<file path="src/sv/ftpr_pkg.sv">
// Shared types, codes and constants of the fat tree port router.
`default_nettype none

package ftpr_pkg;

    // Widest port count the 6-bit port field can name.
    localparam int HW_PORT_LIMIT = 64;
    localparam int MAX_PORTS_DEFAULT = 64;

    localparam int CFG_INDEX_W = 3;
    localparam int CFG_DATA_W = 32;
    localparam int ADDR_W = 32;
    localparam int PORT_W = 6;
    localparam int COUNT_W = 7;
    localparam int LEVEL_W = 2;
    localparam int HOSTS_W = 6;

    // Configuration register indexes.
    localparam logic [CFG_INDEX_W-1:0] CFG_PORT_COUNT = 3'd0;
    localparam logic [CFG_INDEX_W-1:0] CFG_ROUTER_LEVEL = 3'd1;
    localparam logic [CFG_INDEX_W-1:0] CFG_OWN_ADDRESS = 3'd2;
    localparam logic [CFG_INDEX_W-1:0] CFG_HOSTS_ATTACHED = 3'd3;
    localparam logic [CFG_INDEX_W-1:0] CFG_BROADCAST_ADDRESS = 3'd4;

    // Register reset values.
    localparam logic [COUNT_W-1:0] PORT_COUNT_RESET = 7'd8;
    localparam logic [LEVEL_W-1:0] ROUTER_LEVEL_RESET = 2'd1;
    localparam logic [ADDR_W-1:0] OWN_ADDRESS_RESET = 32'h0000_0000;
    localparam logic [HOSTS_W-1:0] HOSTS_ATTACHED_RESET = 6'd4;
    localparam logic [ADDR_W-1:0] BROADCAST_ADDRESS_RESET = 32'hffff_ffff;

    // Tree levels.
    localparam logic [LEVEL_W-1:0] LEVEL_EDGE = 2'd1;
    localparam logic [LEVEL_W-1:0] LEVEL_AGGREGATION = 2'd2;
    localparam logic [LEVEL_W-1:0] LEVEL_CORE = 2'd3;

    // Opcodes.
    localparam logic OP_ROUTE = 1'b0;
    localparam logic OP_INIT = 1'b1;

    // Upstream and host address bytes start at this value.
    localparam logic [7:0] BYTE_OFFSET = 8'd2;
    // Core level matches this value in address byte 0.
    localparam logic [7:0] CORE_NET_BYTE = 8'd10;

    typedef enum logic [1:0] {
        STATUS_PORT     = 2'd0,
        STATUS_NO_MATCH = 2'd1,
        STATUS_EMPTY    = 2'd2
    } status_t;

    typedef enum logic {
        ST_IDLE  = 1'b0,
        ST_FLOOD = 1'b1
    } state_t;

    // Controller to datapath commands.
    typedef struct packed {
        logic take_unicast;
        logic start_flood;
        logic emit_flood;
    } dp_cmd_t;

    // Datapath to controller status.
    typedef struct packed {
        logic out_free;
        logic is_bcast;
        logic flood_last;
    } dp_stat_t;

endpackage

`default_nettype wire

</file>
<file path="src/sv/ftpr_dp.sv">
// Datapath of the fat tree port router: registers, port decode, flood walker, output beat.
`default_nettype none

module ftpr_dp #(
    parameter int MAX_PORTS = ftpr_pkg::MAX_PORTS_DEFAULT
) (
    input  wire logic                               clk,
    input  wire logic                               rst_n,
    input  wire logic                               cfg_write,
    input  wire logic [ftpr_pkg::CFG_INDEX_W-1:0]   cfg_index,
    input  wire logic [ftpr_pkg::CFG_DATA_W-1:0]    cfg_data,
    input  wire logic                               opcode,
    input  wire logic [ftpr_pkg::ADDR_W-1:0]        destination,
    input  wire logic [ftpr_pkg::PORT_W-1:0]        arrival_port,
    input  wire logic                               out_ready,
    input  wire ftpr_pkg::dp_cmd_t                  cmd,
    output ftpr_pkg::dp_stat_t                      stat,
    output logic                                    out_valid,
    output logic [ftpr_pkg::PORT_W-1:0]             out_port,
    output logic [1:0]                              status,
    output logic                                    last_of_run
);

    localparam int PORT_LIMIT = (MAX_PORTS < ftpr_pkg::HW_PORT_LIMIT) ?
                                MAX_PORTS : ftpr_pkg::HW_PORT_LIMIT;
    localparam logic [ftpr_pkg::COUNT_W-1:0] PORT_LIMIT_W = ftpr_pkg::COUNT_W'(PORT_LIMIT);

    // Configuration registers.
    logic [ftpr_pkg::COUNT_W-1:0] port_count_reg;
    logic [ftpr_pkg::LEVEL_W-1:0] router_level_reg;
    logic [ftpr_pkg::ADDR_W-1:0]  own_address_reg;
    logic [ftpr_pkg::HOSTS_W-1:0] hosts_attached_reg;
    logic [ftpr_pkg::ADDR_W-1:0]  broadcast_address_reg;

    // Flood walker.
    logic [ftpr_pkg::COUNT_W-1:0] flood_cur_reg, flood_cur_next;
    logic [ftpr_pkg::COUNT_W-1:0] flood_left_reg, flood_left_next;
    logic                         up_first_reg, up_first_next;
    logic                         up_last_reg, up_last_next;
    logic [ftpr_pkg::PORT_W-1:0]  arrive_reg, arrive_next;

    // Output beat.
    logic                         out_valid_reg, out_valid_next;
    logic [ftpr_pkg::PORT_W-1:0]  out_port_reg, out_port_next;
    ftpr_pkg::status_t            status_reg, status_next;
    logic                         last_reg, last_next;

    // Derived port geometry.
    logic [ftpr_pkg::COUNT_W-1:0] ports_used;
    logic [ftpr_pkg::PORT_W-1:0]  half;
    logic [ftpr_pkg::PORT_W-1:0]  hosts;
    logic [ftpr_pkg::COUNT_W-1:0] up_room;
    logic                         lvl_edge, lvl_aggr, lvl_core;

    // Unicast decode.
    logic [7:0]                   d0, d1, d2, d3, d3_off;
    logic                         d3_ok;
    logic                         host_hit, unwired_hit, aggr_hit, up_hit, core_hit;
    logic [ftpr_pkg::COUNT_W-1:0] up_sum;
    logic [ftpr_pkg::PORT_W-1:0]  uni_port;
    ftpr_pkg::status_t            uni_status;

    // Flood setup and step.
    logic [ftpr_pkg::COUNT_W-1:0] flood_lim;
    logic                         arrive_down, arrive_in_range;
    logic [ftpr_pkg::COUNT_W-1:0] flood_total;
    logic [ftpr_pkg::COUNT_W-1:0] range_port;

    always_comb
    begin
        ports_used = (port_count_reg > PORT_LIMIT_W) ? PORT_LIMIT_W : port_count_reg;
        half = ports_used[ftpr_pkg::COUNT_W-1:1];
        hosts = (hosts_attached_reg < half) ? hosts_attached_reg : half;
        up_room = ports_used - {1'b0, half};
        lvl_edge = (router_level_reg == ftpr_pkg::LEVEL_EDGE);
        lvl_aggr = (router_level_reg == ftpr_pkg::LEVEL_AGGREGATION);
        lvl_core = (router_level_reg == ftpr_pkg::LEVEL_CORE);
    end

    // The per-port mask table reduces to a direct decode of the destination bytes.
    always_comb
    begin
        d0 = destination[7:0];
        d1 = destination[15:8];
        d2 = destination[23:16];
        d3 = destination[31:24];
        d3_ok = (d3 >= ftpr_pkg::BYTE_OFFSET);
        d3_off = d3 - ftpr_pkg::BYTE_OFFSET;
        host_hit = lvl_edge && d3_ok && (d3_off < {2'b00, hosts})
                   && (destination[23:0] == own_address_reg[23:0]);
        unwired_hit = lvl_edge && (destination == '0) && (hosts < half);
        aggr_hit = lvl_aggr && (d2 < {2'b00, half})
                   && (destination[15:0] == own_address_reg[15:0]);
        up_hit = (lvl_edge || lvl_aggr) && d3_ok && (d3_off < {1'b0, up_room});
        core_hit = lvl_core && (d0 == ftpr_pkg::CORE_NET_BYTE) && (d1 < {1'b0, ports_used});
        up_sum = {1'b0, half} + d3_off[ftpr_pkg::COUNT_W-1:0];
        uni_status = ftpr_pkg::STATUS_PORT;
        if (host_hit)
        begin
            uni_port = d3_off[ftpr_pkg::PORT_W-1:0];
        end
        else if (unwired_hit)
        begin
            uni_port = hosts;
        end
        else if (aggr_hit)
        begin
            uni_port = d2[ftpr_pkg::PORT_W-1:0];
        end
        else if (up_hit)
        begin
            uni_port = up_sum[ftpr_pkg::PORT_W-1:0];
        end
        else if (core_hit)
        begin
            uni_port = d1[ftpr_pkg::PORT_W-1:0];
        end
        else
        begin
            uni_port = '0;
            uni_status = ftpr_pkg::STATUS_NO_MATCH;
        end
    end

    // A flood is an optional leading up port, a run of ports below a limit that skips
    // the arrival port, and an optional trailing up port.
    always_comb
    begin
        if (lvl_edge)
        begin
            flood_lim = {1'b0, hosts};
        end
        else if (lvl_aggr)
        begin
            flood_lim = {1'b0, half};
        end
        else if (lvl_core)
        begin
            flood_lim = ports_used;
        end
        else
        begin
            flood_lim = '0;
        end
        arrive_down = (arrival_port < half);
        arrive_in_range = ({1'b0, arrival_port} < flood_lim);
        flood_total = flood_lim - {6'd0, arrive_in_range}
                      + {6'd0, lvl_aggr && arrive_down} + {6'd0, lvl_edge && arrive_down};
        range_port = (flood_cur_reg == {1'b0, arrive_reg}) ? flood_cur_reg + 7'd1
                                                            : flood_cur_reg;
    end

    always_comb
    begin
        flood_cur_next = flood_cur_reg;
        flood_left_next = flood_left_reg;
        up_first_next = up_first_reg;
        up_last_next = up_last_reg;
        arrive_next = arrive_reg;
        out_valid_next = out_valid_reg && !out_ready;
        out_port_next = out_port_reg;
        status_next = status_reg;
        last_next = last_reg;

        if (cmd.take_unicast)
        begin
            out_valid_next = 1'b1;
            out_port_next = uni_port;
            status_next = uni_status;
            last_next = 1'b1;
        end

        if (cmd.start_flood)
        begin
            flood_cur_next = '0;
            flood_left_next = flood_total;
            up_first_next = lvl_aggr && arrive_down;
            up_last_next = lvl_edge && arrive_down;
            arrive_next = arrival_port;
        end

        if (cmd.emit_flood)
        begin
            out_valid_next = 1'b1;
            last_next = (flood_left_reg <= 7'd1);
            status_next = ftpr_pkg::STATUS_PORT;
            if (flood_left_reg == '0)
            begin
                out_port_next = '0;
                status_next = ftpr_pkg::STATUS_EMPTY;
            end
            else if (up_first_reg)
            begin
                out_port_next = half;
                up_first_next = 1'b0;
                flood_left_next = flood_left_reg - 7'd1;
            end
            else if (up_last_reg && (flood_left_reg == 7'd1))
            begin
                out_port_next = half;
                flood_left_next = '0;
            end
            else
            begin
                out_port_next = range_port[ftpr_pkg::PORT_W-1:0];
                flood_cur_next = range_port + 7'd1;
                flood_left_next = flood_left_reg - 7'd1;
            end
        end
    end

    always_ff @(posedge clk or negedge rst_n)
    begin
        if (!rst_n)
        begin
            port_count_reg <= ftpr_pkg::PORT_COUNT_RESET;
            router_level_reg <= ftpr_pkg::ROUTER_LEVEL_RESET;
            own_address_reg <= ftpr_pkg::OWN_ADDRESS_RESET;
            hosts_attached_reg <= ftpr_pkg::HOSTS_ATTACHED_RESET;
            broadcast_address_reg <= ftpr_pkg::BROADCAST_ADDRESS_RESET;
        end
        else if (cfg_write)
        begin
            case (cfg_index)
                ftpr_pkg::CFG_PORT_COUNT:
                    port_count_reg <= cfg_data[ftpr_pkg::COUNT_W-1:0];
                ftpr_pkg::CFG_ROUTER_LEVEL:
                    router_level_reg <= cfg_data[ftpr_pkg::LEVEL_W-1:0];
                ftpr_pkg::CFG_OWN_ADDRESS:
                    own_address_reg <= cfg_data;
                ftpr_pkg::CFG_HOSTS_ATTACHED:
                    hosts_attached_reg <= cfg_data[ftpr_pkg::HOSTS_W-1:0];
                ftpr_pkg::CFG_BROADCAST_ADDRESS:
                    broadcast_address_reg <= cfg_data;
                default:
                    ;
            endcase
        end
    end

    always_ff @(posedge clk or negedge rst_n)
    begin
        if (!rst_n)
        begin
            out_valid_reg <= 1'b0;
            flood_left_reg <= '0;
            up_first_reg <= 1'b0;
            up_last_reg <= 1'b0;
        end
        else
        begin
            out_valid_reg <= out_valid_next;
            flood_left_reg <= flood_left_next;
            up_first_reg <= up_first_next;
            up_last_reg <= up_last_next;
        end
    end

    always_ff @(posedge clk)
    begin
        flood_cur_reg <= flood_cur_next;
        arrive_reg <= arrive_next;
        out_port_reg <= out_port_next;
        status_reg <= status_next;
        last_reg <= last_next;
    end

    assign stat.out_free = !out_valid_reg || out_ready;
    assign stat.is_bcast = (opcode == ftpr_pkg::OP_INIT) && (destination == broadcast_address_reg);
    assign stat.flood_last = (flood_left_reg <= 7'd1);

    assign out_valid = out_valid_reg;
    assign out_port = out_port_reg;
    assign status = status_reg;
    assign last_of_run = last_reg;

endmodule

`default_nettype wire

</file>
<file path="src/sv/ftpr_ctrl.sv">
// Controller state machine of the fat tree port router.
`default_nettype none

module ftpr_ctrl (
    input  wire logic               clk,
    input  wire logic               rst_n,
    input  wire logic               in_valid,
    output logic                    in_ready,
    input  wire ftpr_pkg::dp_stat_t stat,
    output ftpr_pkg::dp_cmd_t       cmd
);

    ftpr_pkg::state_t state_reg, state_next;

    always_ff @(posedge clk or negedge rst_n)
    begin
        if (!rst_n)
        begin
            state_reg <= ftpr_pkg::ST_IDLE;
        end
        else
        begin
            state_reg <= state_next;
        end
    end

    always_comb
    begin
        state_next = state_reg;
        in_ready = 1'b0;
        cmd = '0;
        case (state_reg)
            ftpr_pkg::ST_IDLE:
            begin
                in_ready = stat.out_free;
                if (in_valid && stat.out_free)
                begin
                    if (stat.is_bcast)
                    begin
                        cmd.start_flood = 1'b1;
                        state_next = ftpr_pkg::ST_FLOOD;
                    end
                    else
                    begin
                        cmd.take_unicast = 1'b1;
                    end
                end
            end
            ftpr_pkg::ST_FLOOD:
            begin
                if (stat.out_free)
                begin
                    cmd.emit_flood = 1'b1;
                    if (stat.flood_last)
                    begin
                        state_next = ftpr_pkg::ST_IDLE;
                    end
                end
            end
            default:
            begin
                state_next = ftpr_pkg::ST_IDLE;
            end
        endcase
    end

    // No input is taken while a flood is being walked.
    a_no_accept_in_flood: assert property (@(posedge clk) disable iff (!rst_n)
        (state_reg == ftpr_pkg::ST_FLOOD) |-> !in_ready)
        else $error("input accepted during flood");

    // A result is only loaded when the output register can take it.
    a_load_needs_room: assert property (@(posedge clk) disable iff (!rst_n)
        (cmd.take_unicast || cmd.emit_flood) |-> stat.out_free)
        else $error("output register overwritten");

    // At most one datapath command per cycle.
    a_one_cmd: assert property (@(posedge clk) disable iff (!rst_n)
        $onehot0({cmd.take_unicast, cmd.start_flood, cmd.emit_flood}))
        else $error("conflicting datapath commands");

    // Starting a flood always moves the controller into the flood walk.
    a_flood_entry: assert property (@(posedge clk) disable iff (!rst_n)
        cmd.start_flood |=> (state_reg == ftpr_pkg::ST_FLOOD))
        else $error("flood start without flood state");

endmodule

`default_nettype wire

</file>
<file path="src/sv/fat_tree_port_router.sv">
// Top level of the fat tree port router: controller and datapath.
`default_nettype none

// Output-port selector for one router of a three-level fat tree. No route table is
// stored: the port for a destination is decoded from the router level, its own address,
// the port count and the number of host ports, all set through the write port. The user
// must write them only while the block is idle, which the block itself does not enforce.
// An ordinary item gives one result beat, either the lowest matching port or a no-match
// status; such items are accepted every cycle while the output register drains. An init
// broadcast (opcode 1 with the broadcast address as destination) sets up the flood
// walker, which then issues one result beat per cycle while the single output register
// drains; an empty flood gives one status beat. The last beat of every item carries
// last_of_run. The MAX_PORTS parameter caps the ports in use, which never exceed 64.

module fat_tree_port_router #(
    parameter int MAX_PORTS = ftpr_pkg::MAX_PORTS_DEFAULT
) (
    input  wire logic                             clk,
    input  wire logic                             rst_n,
    input  wire logic                             cfg_write,
    input  wire logic [ftpr_pkg::CFG_INDEX_W-1:0] cfg_index,
    input  wire logic [ftpr_pkg::CFG_DATA_W-1:0]  cfg_data,
    input  wire logic                             in_valid,
    output logic                                  in_ready,
    input  wire logic                             opcode,
    input  wire logic [ftpr_pkg::ADDR_W-1:0]      destination,
    input  wire logic [ftpr_pkg::PORT_W-1:0]      arrival_port,
    output logic                                  out_valid,
    input  wire logic                             out_ready,
    output logic [ftpr_pkg::PORT_W-1:0]           out_port,
    output logic [1:0]                            status,
    output logic                                  last_of_run
);

    // Commands from the controller and status back from the datapath.
    ftpr_pkg::dp_cmd_t  cmd;
    ftpr_pkg::dp_stat_t stat;

    // The controller decides when a beat is taken in, when a flood starts and when
    // each flood beat is loaded into the output register.
    ftpr_ctrl u_ctrl (
        .clk      (clk),
        .rst_n    (rst_n),
        .in_valid (in_valid),
        .in_ready (in_ready),
        .stat     (stat),
        .cmd      (cmd)
    );

    // The datapath holds the configuration, decodes unicast ports, walks the flood
    // list and owns the output register.
    ftpr_dp #(
        .MAX_PORTS (MAX_PORTS)
    ) u_dp (
        .clk          (clk),
        .rst_n        (rst_n),
        .cfg_write    (cfg_write),
        .cfg_index    (cfg_index),
        .cfg_data     (cfg_data),
        .opcode       (opcode),
        .destination  (destination),
        .arrival_port (arrival_port),
        .out_ready    (out_ready),
        .cmd          (cmd),
        .stat         (stat),
        .out_valid    (out_valid),
        .out_port     (out_port),
        .status       (status),
        .last_of_run  (last_of_run)
    );

endmodule

`default_nettype wire

</file>
<file path="config.mk">
export PLATFORM = sky130hd
export DESIGN_NAME = fat_tree_port_router
export DESIGN_NICKNAME = d
export VERILOG_FILES = /design/src/sv/ftpr_pkg.sv /design/src/sv/ftpr_dp.sv /design/src/sv/ftpr_ctrl.sv /design/src/sv/fat_tree_port_router.sv
export SDC_FILE = /design/constraint.sdc
export NUM_CORES = 1
export LEC_CHECK = 0
export BUFFER_PORTS_ARGS = -buffer_cell sky130_fd_sc_hd__buf_2
export CAP_MARGIN = 20
export CORE_MARGIN = 2
export CORE_UTILIZATION = 66
export CTS_BUF_LIST = sky130_fd_sc_hd__clkbuf_8
export DETAILED_ROUTE_END_ITERATION = 8
export PLACE_DENSITY = 0.86
export SETUP_SLACK_MARGIN = 0.05
export SYNTH_ARGS = -nofsm -noshare
export SYNTH_HDL_FRONTEND = slang
export SYNTH_SLANG_ARGS = --single-unit
</file>
<file path="constraint.sdc">
create_clock -name clk -period 12.5 [get_ports clk]
set_clock_uncertainty 0.1 [all_clocks]
set_input_delay 0 -clock clk [delete_from_list [all_inputs] [get_ports clk]]
set_output_delay 0 -clock clk [all_outputs]
set_load 0.02 [all_outputs]
</file>
==> flow_metrics.py <==
metrics = {
    "sta": {
        "rsz0062_at_grt": "no",
        "setup_viol": 0,
        "finalHoldViolations": 0,
        "final_max_slew_viol_count": 0,
        "period_share_pct": 51.9,
        "tightest_slew_ns": 0.998,
        "slew_headroom_pct": 33.3,
        "period_needed_ns": 6.49,
        "fmax_mhz": 154,
        "fin_tns_setup_ns": 0,
    },
    "logic_synthesis": {
        "yosysMostFrequentCell": "mux2_2",
        "synth-edff-count": 15,
        "synth_nets": 910,
        "synth_cell_types": 70,
        "syn_inst": 768,
        "synth_top_area_share_pct": 15.4,
        "synthTopCellsByArea": "dfrtp_1 15%, dfstp_2 12%, mux2_2 10%, ha_1 9.7%, edfxtp_1 5.9%",
        "avgSynthCellArea_um2": 9.96,
        "synth_top_cell_by_area": "dfrtp_1",
        "synth_top_family_by_area": "simple AND/OR/NAND/NOR gates",
        "synth_seq_area_share_pct": 35.1,
        "synth_adder_area_share_pct": 10.7,
        "ys_ff_latch": 104,
        "synth_xor_area_share_pct": 10.1,
        "synth-simple-area-share_pct": 15.8,
        "synth_mux_area_share_pct": 11.1,
        "synth_common_cells": "70 x mux2_2, 59 x ha_1, 47 x dfrtp_1",
        "synthFlopType": "dfrtp_1",
        "synthArstFlopShare_pct": 78.8,
        "yosys_warnings": 0,
        "syn_area_um2": 7650,
        "synth-compound-area-share_pct": 13.9,
    },
    "hold_path": {
        "hold_path.class": "in -> reg",
    },
    "pwr": {
        "irDropWorstVdd_mv": 0.123,
        "power.density_nw_per_um2": 141,
        "p_leak_uw": 0.00384,
        "total_power_uw": 1270,
    },
    "die": {
        "core_um2": 11400,
        "io_pins": 90,
        "fp.dieW_um": 112,
        "num_rows": 39,
        "die_height_um": 112,
        "start_util_pct": 67.3,
        "dieArea_um2": 12500,
    },
    "global_routing": {
        "grt_max_degree": 83,
        "gr-total-overflow": 0,
        "grt_pass1_vias": 7044,
        "grt_pass1_wl_mm": 37.3,
        "antenna_found_initial": 0,
        "track_usage_pct": 38.4,
    },
    "drt": {
        "first_iter_violations": 754,
        "drtPass1Iterations": 6,
        "drc": 0,
        "vias_per_cell": 6.59,
        "drtAntennaViolNets": 0,
        "wl_per_cell_um": 22.5,
        "wl_mm": 23.6,
        "vias": 6913,
    },
    "job": {
        "maxCapViolCount": 0,
    },
    "worst_setup_path": {
        "reg2reg_depth": 23,
        "r2r_slack_ns": 6.01,
        "worst-setup-path-type": "reg -> reg",
        "cp-end-kind": "flop",
        "startpoint_type": "flop",
        "worstPathArrival_ns": 6.72,
        "r2r_start": "u_dp.port_count_reg[6]$_DFFE_PN0P_",
        "crit_start": "u_dp.port_count_reg[6]$_DFFE_PN0P_",
        "path_max_fanout": 13,
        "worst_ep_required_time_ns": 12.73,
        "worstReg2RegEnd": "u_dp.flood_left_reg[4]$_DFF_PN0_",
        "endpoint": "u_dp.flood_left_reg[4]$_DFF_PN0_",
    },
    "clock_tree": {
        "cts_buffers": 9,
        "cts-hold-fix-buffers": 48,
        "cts.clk_slew.worst_paths_ns": 0.12,
        "cts_resized": 0,
        "cts_setup_buffers": 0,
        "cts.sinks": 104,
        "cts_buffer_depth": 2,
        "htreeDepth": 3,
        "clk_root_buffer_cell": "clkbuf_8",
        "clock_latency_ns": 0.40,
        "cts_tree": "done",
    },
    "status": {
        "outcome": "finished clean",
    },
    "finish": {
        "nets": 1043,
        "fin_util_pct": 78.8,
        "drive_gt1_share_pct": 25.4,
        "syn2layout_area_growth_pct": 17.2,
        "largest_register_ffs": 32,
        "antennaDiodeCount": 0,
    },
    "placed_design": {
        "port_buffers": 89,
        "gp_congestion": 0.974,
        "dp_hpwl_mm": 17.2,
    },
}
critical path: stages, from the launching register on:
cell and delay (ns):
dfrtp_1 0.68, inv_2 0.19, nand2_1 0.36, ha_1 0.34, and3_4 0.20, a221o_1 0.46, nor2_1 0.38, a21o_1 0.23
nand2_1 0.07, o21ai_0 0.22, inv_1 0.16, ha_1 0.22, or3_1 0.31, o221ai_1 0.19, a31oi_1 0.11, o21bai_1 0.15
ha_1 0.27, fa_1 0.41, fa_1 0.42, inv_1 0.07, a21o_1 0.18, nor3_1 0.08, or4b_1 0.53, nand3_1 0.09
metrics by stage:
| step | instances | instance area (um2) | setup slack [ns] | hold WS (ns) |
|---|---|---|---|---|
| floorplan | 768 | 7650 | 7.06 | -0.396 |
| global placement | 983 | 8250 | 6.45 | 0.115 |
| detailed placement | 983 | 8250 | 6.24 | 0.128 |
| CTS | 1047 | 8920 | 6.17 | 0.00410 |
| global route | 1049 | 8960 | 5.68 | 0.0810 |
| finish | 1049 | 8960 | 6.01 | 0.0269 |
metal layers:
metal	routed length [um]	track usage [%]	up-vias
met5	0	0	-
met3	2070	9.58	98
met2	10600	59.4	381
met4	1190	20.5	0
li1	-	-	3137
met1	9730	50.1	3297
cells in the final DEF, fill, tap and decap left out, types with 27 or more instances in the layout:
| cell type | n |
|---|---|
| a21oi_1 | 34 |
| buf_2 | 88 |
| dfrtp_1 | 47 |
| dfstp_2 | 35 |
| dlygate4sd3_1 | 49 |
| ha_1 | 59 |
| inv_1 | 44 |
| mux2_2 | 70 |
| nand2_1 | 44 |
| nor2_1 | 27 |
| o21ai_0 | 27 |
| xnor2_1 | 46 |
| xor2_1 | 42 |
report_power, final:
| group | internal [uW] | leakage [uW] | switching, uW |
|---|---|---|---|
| Sequential | 417 | 0.00115 | 49.1 |
| Clock | 79.1 | 0.0000974 | 137 |
| Combinational | 250 | 0.00259 | 333 |
cells by family after synthesis:
family	Yosys count
simple gates	213
compound gates	157
flops	104
xor+xnor	88
mux	76
buf+inv	67
fa+ha+maj	63
cell type report:
class | instances | area, um2
Inverter | 46 | 173
Timing Repair Buffer | 143 | 996
Fill cell | 743 | 2410
Clock buffer | 9 | 124
Tap cell | 143 | 179
Multi-Input combinational cell | 597 | 4730
Sequential cell | 104 | 2690
Clock inverter | 7 | 72.6
worst min-delay path by stage:
stage                     depth (start not counted)            start                                   end  slack (ns)
after floorplan                                   0            rst_n            u_ctrl.state_reg$_DFF_PN0_       -0.40
after global placement                            1            rst_n          u_dp.up_last_reg$_DFFE_PN0P_        0.11
after detailed placement                          1  arrival_port[0]          u_dp.arrive_reg[0]$_DFFE_PP_        0.13
after CTS                                         4        cfg_write  u_dp.router_level_reg[1]$_DFFE_PN0P_       0.004
after global routing                              4        cfg_write  u_dp.router_level_reg[1]$_DFFE_PN0P_        0.08
final                                             4        cfg_write  u_dp.router_level_reg[1]$_DFFE_PN0P_        0.03
Power figures use the tool's default switching activity.
